[src/sv/ptm_pkg.sv]
// Shared types for the IP pair traffic matrix.
// No dependencies.
package ptm_pkg;

    localparam logic [7:0] TCP_PROTOCOL = 8'd6;
    localparam int ADDR_W = 32;
    localparam int LEN_W  = 16;
    localparam int PKT_W  = 32;
    localparam int VOL_W  = 48;

    // item travelling along the cell chain
    typedef struct packed {
        logic              valid;
        logic [ADDR_W-1:0] src;
        logic [ADDR_W-1:0] dst;
        logic [LEN_W-1:0]  payload;
    } t_item;

    // contents of one table entry
    typedef struct packed {
        logic              used;
        logic [ADDR_W-1:0] src;
        logic [ADDR_W-1:0] dst;
        logic [PKT_W-1:0]  pkts;
        logic [VOL_W-1:0]  vol;
    } t_entry;

endpackage

[src/sv/ptm_cell.sv]
// One table entry of the traffic matrix with its item stage.
// Depends on ptm_pkg.
module ptm_cell (
    input  logic            i_clk,
    input  logic            i_rst_n,
    input  logic            i_shift,
    input  ptm_pkg::t_item  i_item,
    input  ptm_pkg::t_entry i_prev,
    output ptm_pkg::t_item  o_item,
    output ptm_pkg::t_entry o_entry
);

    logic                          r_used, n_used;
    logic [ptm_pkg::ADDR_W-1:0]    r_src, n_src, r_dst, n_dst;
    logic [ptm_pkg::PKT_W-1:0]     r_pkts, n_pkts;
    logic [ptm_pkg::VOL_W-1:0]     r_vol, n_vol;
    logic                          r_ivalid, n_ivalid;
    logic [ptm_pkg::ADDR_W-1:0]    r_isrc, r_idst;
    logic [ptm_pkg::LEN_W-1:0]     r_ipay;
    logic                          match;
    logic [ptm_pkg::VOL_W:0]       vol_sum;

    assign match   = r_used && (r_src == i_item.src) && (r_dst == i_item.dst);
    assign vol_sum = {1'b0, r_vol} + {{(ptm_pkg::VOL_W-ptm_pkg::LEN_W+1){1'b0}}, i_item.payload};

    // a shift copies the previous entry; else a hit updates, a free cell claims, otherwise the item moves on
    always_comb begin
        n_used   = r_used;
        n_src    = r_src;
        n_dst    = r_dst;
        n_pkts   = r_pkts;
        n_vol    = r_vol;
        n_ivalid = 1'b0;
        if (i_shift) begin
            n_used = i_prev.used;
            n_src  = i_prev.src;
            n_dst  = i_prev.dst;
            n_pkts = i_prev.pkts;
            n_vol  = i_prev.vol;
        end else if (i_item.valid) begin
            if (match) begin
                if (r_pkts != '1) n_pkts = r_pkts + 1'b1;
                n_vol = vol_sum[ptm_pkg::VOL_W] ? '1 : vol_sum[ptm_pkg::VOL_W-1:0];
            end else if (!r_used) begin
                n_used = 1'b1;
                n_src  = i_item.src;
                n_dst  = i_item.dst;
                n_pkts = {{(ptm_pkg::PKT_W-1){1'b0}}, 1'b1};
                n_vol  = {{(ptm_pkg::VOL_W-ptm_pkg::LEN_W){1'b0}}, i_item.payload};
            end else begin
                n_ivalid = 1'b1;
            end
        end
    end

    always_ff @(posedge i_clk) begin
        if (!i_rst_n) begin
            r_used   <= 1'b0;
            r_ivalid <= 1'b0;
        end else begin
            r_used   <= n_used;
            r_ivalid <= n_ivalid;
        end
        r_src  <= n_src;
        r_dst  <= n_dst;
        r_pkts <= n_pkts;
        r_vol  <= n_vol;
        r_isrc <= i_item.src;
        r_idst <= i_item.dst;
        r_ipay <= i_item.payload;
    end

    assign o_item  = '{valid: r_ivalid, src: r_isrc, dst: r_idst, payload: r_ipay};
    assign o_entry = '{used: r_used, src: r_src, dst: r_dst, pkts: r_pkts, vol: r_vol};

endmodule

[config.mk]
export PLATFORM = sky130hd
export DESIGN_NAME = ptm_cell
export DESIGN_NICKNAME = d
export VERILOG_FILES = /design/src/sv/ptm_pkg.sv /design/src/sv/ptm_cell.sv
export SDC_FILE = /design/constraint.sdc
export NUM_CORES = 1
export LEC_CHECK = 0
export ABC_AREA = 1
export BUFFER_PORTS_ARGS = -buffer_cell sky130_fd_sc_hd__buf_2
export CAP_MARGIN = 20
export CELL_PAD_IN_SITES_DETAIL_PLACEMENT = 0
export CELL_PAD_IN_SITES_GLOBAL_PLACEMENT = 1
export CORE_ASPECT_RATIO = 1.2
export CORE_MARGIN = 4
export CORE_UTILIZATION = 39
export CTS_BUF_LIST = sky130_fd_sc_hd__clkbuf_8
export DETAILED_ROUTE_END_ITERATION = 8
export PLACE_DENSITY = 0.95
export SLEW_MARGIN = 30
export SYNTH_ARGS = -nofsm -noshare
export SYNTH_HDL_FRONTEND = slang
export SYNTH_SLANG_ARGS = --single-unit
[constraint.sdc]
create_clock -name i_clk -period 9.93 [get_ports i_clk]
set_input_delay 0.993 -clock i_clk [delete_from_list [all_inputs] [get_ports i_clk]]
set_output_delay 0.993 -clock i_clk [all_outputs]
set_load 0.005 [all_outputs]
==> impl_metrics.toml <==
[die]
fp.dieW_um = 178
core-area_um2 = 34100
dieArea_um2 = 37600
die_y_um = 212
rows = 74
io_pins = 455
start_util = 0.396

[clock_network]
clock_latency_ns = 0.56
cts-resized-gates = 0
clk_pin_slew_worst_paths_ns = 0.06
cts_tree = "done"
cts_buffer_depth = 3
postCtsSetupBuffers = 0
clock-sinks = 226
cts_buffers = 40
cts-root-buf = "clkbuf_8"
cts_hold_buf = 0
htree_levels = 2

[synthesis]
synthCells = 1946
synth_cell_types = 36
synth_nets = 2193
ys_seq_elements = 226
synth-seq-area-share = 0.442
syn_area_um2 = 13500
synth_flop_cell = "edfxtp_1"
synth_edf_count = 144
avgSynthCellArea_um2 = 6.93
ys_warn_count = 0
ys_async_sr_fraction = 0

[route]
wl_mm = 52.3
remaining_drc_errors = 0
drtPass1Iterations = 7
vias_per_cell = 4.92
drt-wirelength-per-cell_um = 18.1
num_vias = 14200
drtAntennaViolNets = 0
dr.first_iter.drc_count = 988

[global_route]
grt_pass1_wl_mm = 78.6
grt_max_degree = 91
grt-ovfl-total = 0
grt_pass1_vias = 14100
grt_use_total = 0.270
antenna_found_initial = 9

[run]
maxCapViolations = 0

[finish]
final_cell_area_um2 = 17000
fin_util = 0.499
stdcell_count = 2896
final_cell_mix = "nand2_1, buf_2, inv_1, nor2_1, nand3_1"
layout_commonest_cell = "nand2_1"
fillers = 3562
drive_above_1_share = 0.220
area_growth_pct = 26.0
layout.nets = 2654

[critical_path]
critPathArrivalTime_ns = 3.48
worstSetupEndpointType = "flop"
worstPathRequired_ns = 10.21
path_common_cell = "nand3_1"
cpMaxStageDelayCell = "nand3_2"
start_kind = "primary input"
r2r_end = "r_vol[13]"
critical_path_buf_inv_count = 1
reg2reg_from = "r_vol[0]"
crit_family = "simple AND/OR/NAND/NOR gates"
ff2ff_path_depth = 12
worstPathCellList = "buf_2, ha_1, fa_1, nand3_1, nand3_2, nand2_1, nand2_2, nand2_2, nand2_2, nand3_2, nand3_1, nand3_1, nand3_1"
crit_path_max_incr_delay_ns = 0.62
r2r_slack_ns = 6.85
worstSetupPathType = "in2reg"
worstPathMaxFanout = 39

[place]
dpl_cell_area_um2 = 16200
dp_hpwl_mm = 42.6
gp_congestion = 0.962
post-place-cells = 2821
port_buffers = 454

[sta]
period_share = 0.322
slew_headroom = 0.383
finalCriticalPeriod_ns = 3.20
setup_violations = 0
finalHoldViolations = 0
worst_pin_slew_ns = 0.926
skew_ns = 0.0239
finalSetupTns_ns = 0
slew_viol_final = 0
fmax_ghz = 0.313
rsz0062_at_grt = "no"

[power_and_ir_drop]
cellPowerDensity_nw_per_um2 = 150
leakage_nw = 9.00
power_w = 0.00256
irDropWorstVdd_mv = 0.116

[outcome]
status = "finished, final reports clean"

[worst_hold_path]
min_from = "i_item[16]"
worstHoldPathCells = 1
hold_class = "in2reg"
min_to = "r_idst[0]"
[cell usage after synthesis (3+ instances only)]
| cell type | instances | area share |
|---|---|---|
| a21oi_1 | 6 | 0.0022 |
| and2_1 | 7 | 0.0032 |
| buf_6 | 4 | 0.0033 |
| nand3b_1 | 10 | 0.0056 |
| nand2_1 | 788 | 0.22 |
| ha_1 | 17 | 0.016 |
| xor2_1 | 27 | 0.018 |
| nand2_2 | 4 | 0.0019 |
| inv_1 | 271 | 0.075 |
| nand3_1 | 167 | 0.062 |
| o21ai_0 | 90 | 0.033 |
| nor2_2 | 3 | 0.0014 |
| nor3_1 | 29 | 0.011 |
| xnor2_1 | 21 | 0.014 |
| buf_2 | 3 | 0.0011 |
| nand4_1 | 30 | 0.014 |
| inv_2 | 5 | 0.0014 |
| dfxtp_1 | 82 | 0.12 |
| nor2_1 | 180 | 0.050 |
| nor2_4 | 3 | 0.0025 |
| nor4_1 | 4 | 0.0019 |
| buf_4 | 3 | 0.0017 |
| clkbuf_1 | 29 | 0.0081 |
| edfxtp_1 | 144 | 0.32 |
[worst max path at each step]
stage / startpoint / end / slack, ns / depth (start not counted)
after floorplan: i_shift / r_dst[0] / 5.08 / 4
after global placement: i_item[0] / r_vol[14] / 6.22 / 13
after detailed placement: i_item[0] / r_vol[15] / 6.19 / 13
after CTS: i_item[0] / r_vol[13] / 6.77 / 13
after global routing: i_item[0] / r_vol[40] / 6.54 / 13
final: i_item[0] / r_vol[13] / 6.73 / 13
[logic make-up after synthesis]
family                     share of synthesized area
AOI/OAI and AO/OA                             0.0382
xor gates and xnor gates                      0.0312
adders and majority gates                     0.0172
buffers and inverters                         0.0915
DFF                                            0.442
and+or+nand+nor                                0.380
[layout make-up]
| class | instances | area, um2 | share of cell area |
|---|---|---|---|
| Clock inverter | 27 | 173 | 0.0102 |
| Timing Repair Buffer | 460 | 2320 | 0.137 |
| Antenna cell | 3 | 7.51 | 0.000442 |
| Tap cell | 456 | 571 | 0.0336 |
| Sequential cell | 226 | 5970 | 0.351 |
| Clock buffer | 45 | 619 | 0.0364 |
| Multi-Input combinational cell | 1403 | 6300 | 0.371 |
| Inverter | 276 | 1040 | 0.0609 |
[power breakdown]
part           switching, W  internal [W]
sequential        0.0000700       0.00109
clock              0.000406      0.000469
combinational      0.000327      0.000193
total              0.000803       0.00175
[flip-flops by register name (all words and copies together), names as in the netlist]
name and count:
r_ivalid 1, r_dst 32, r_ipay 16, r_isrc 32
r_used 1, r_idst 32, r_pkts 32, r_vol 48
r_src 32
[routing by layer]
metal  vias to the layer above  share of wire  track usage
li1                       7056              -            -
met1                      6480           0.38        0.313
met2                       587           0.51        0.491
met3                       102          0.081       0.0632
met4                        12          0.029       0.0816
met5                         -         0.0016            0
[stage by stage]
stage | hold WS, ns | setup slack [ns]
after detailed placement | 0.684 | 6.19
after CTS | 0.510 | 6.77
after floorplan | 0.532 | 5.08
after global routing | 0.524 | 6.54
after global placement | 0.677 | 6.22
final | 0.554 | 6.73
Power figures use the tool's default switching activity.
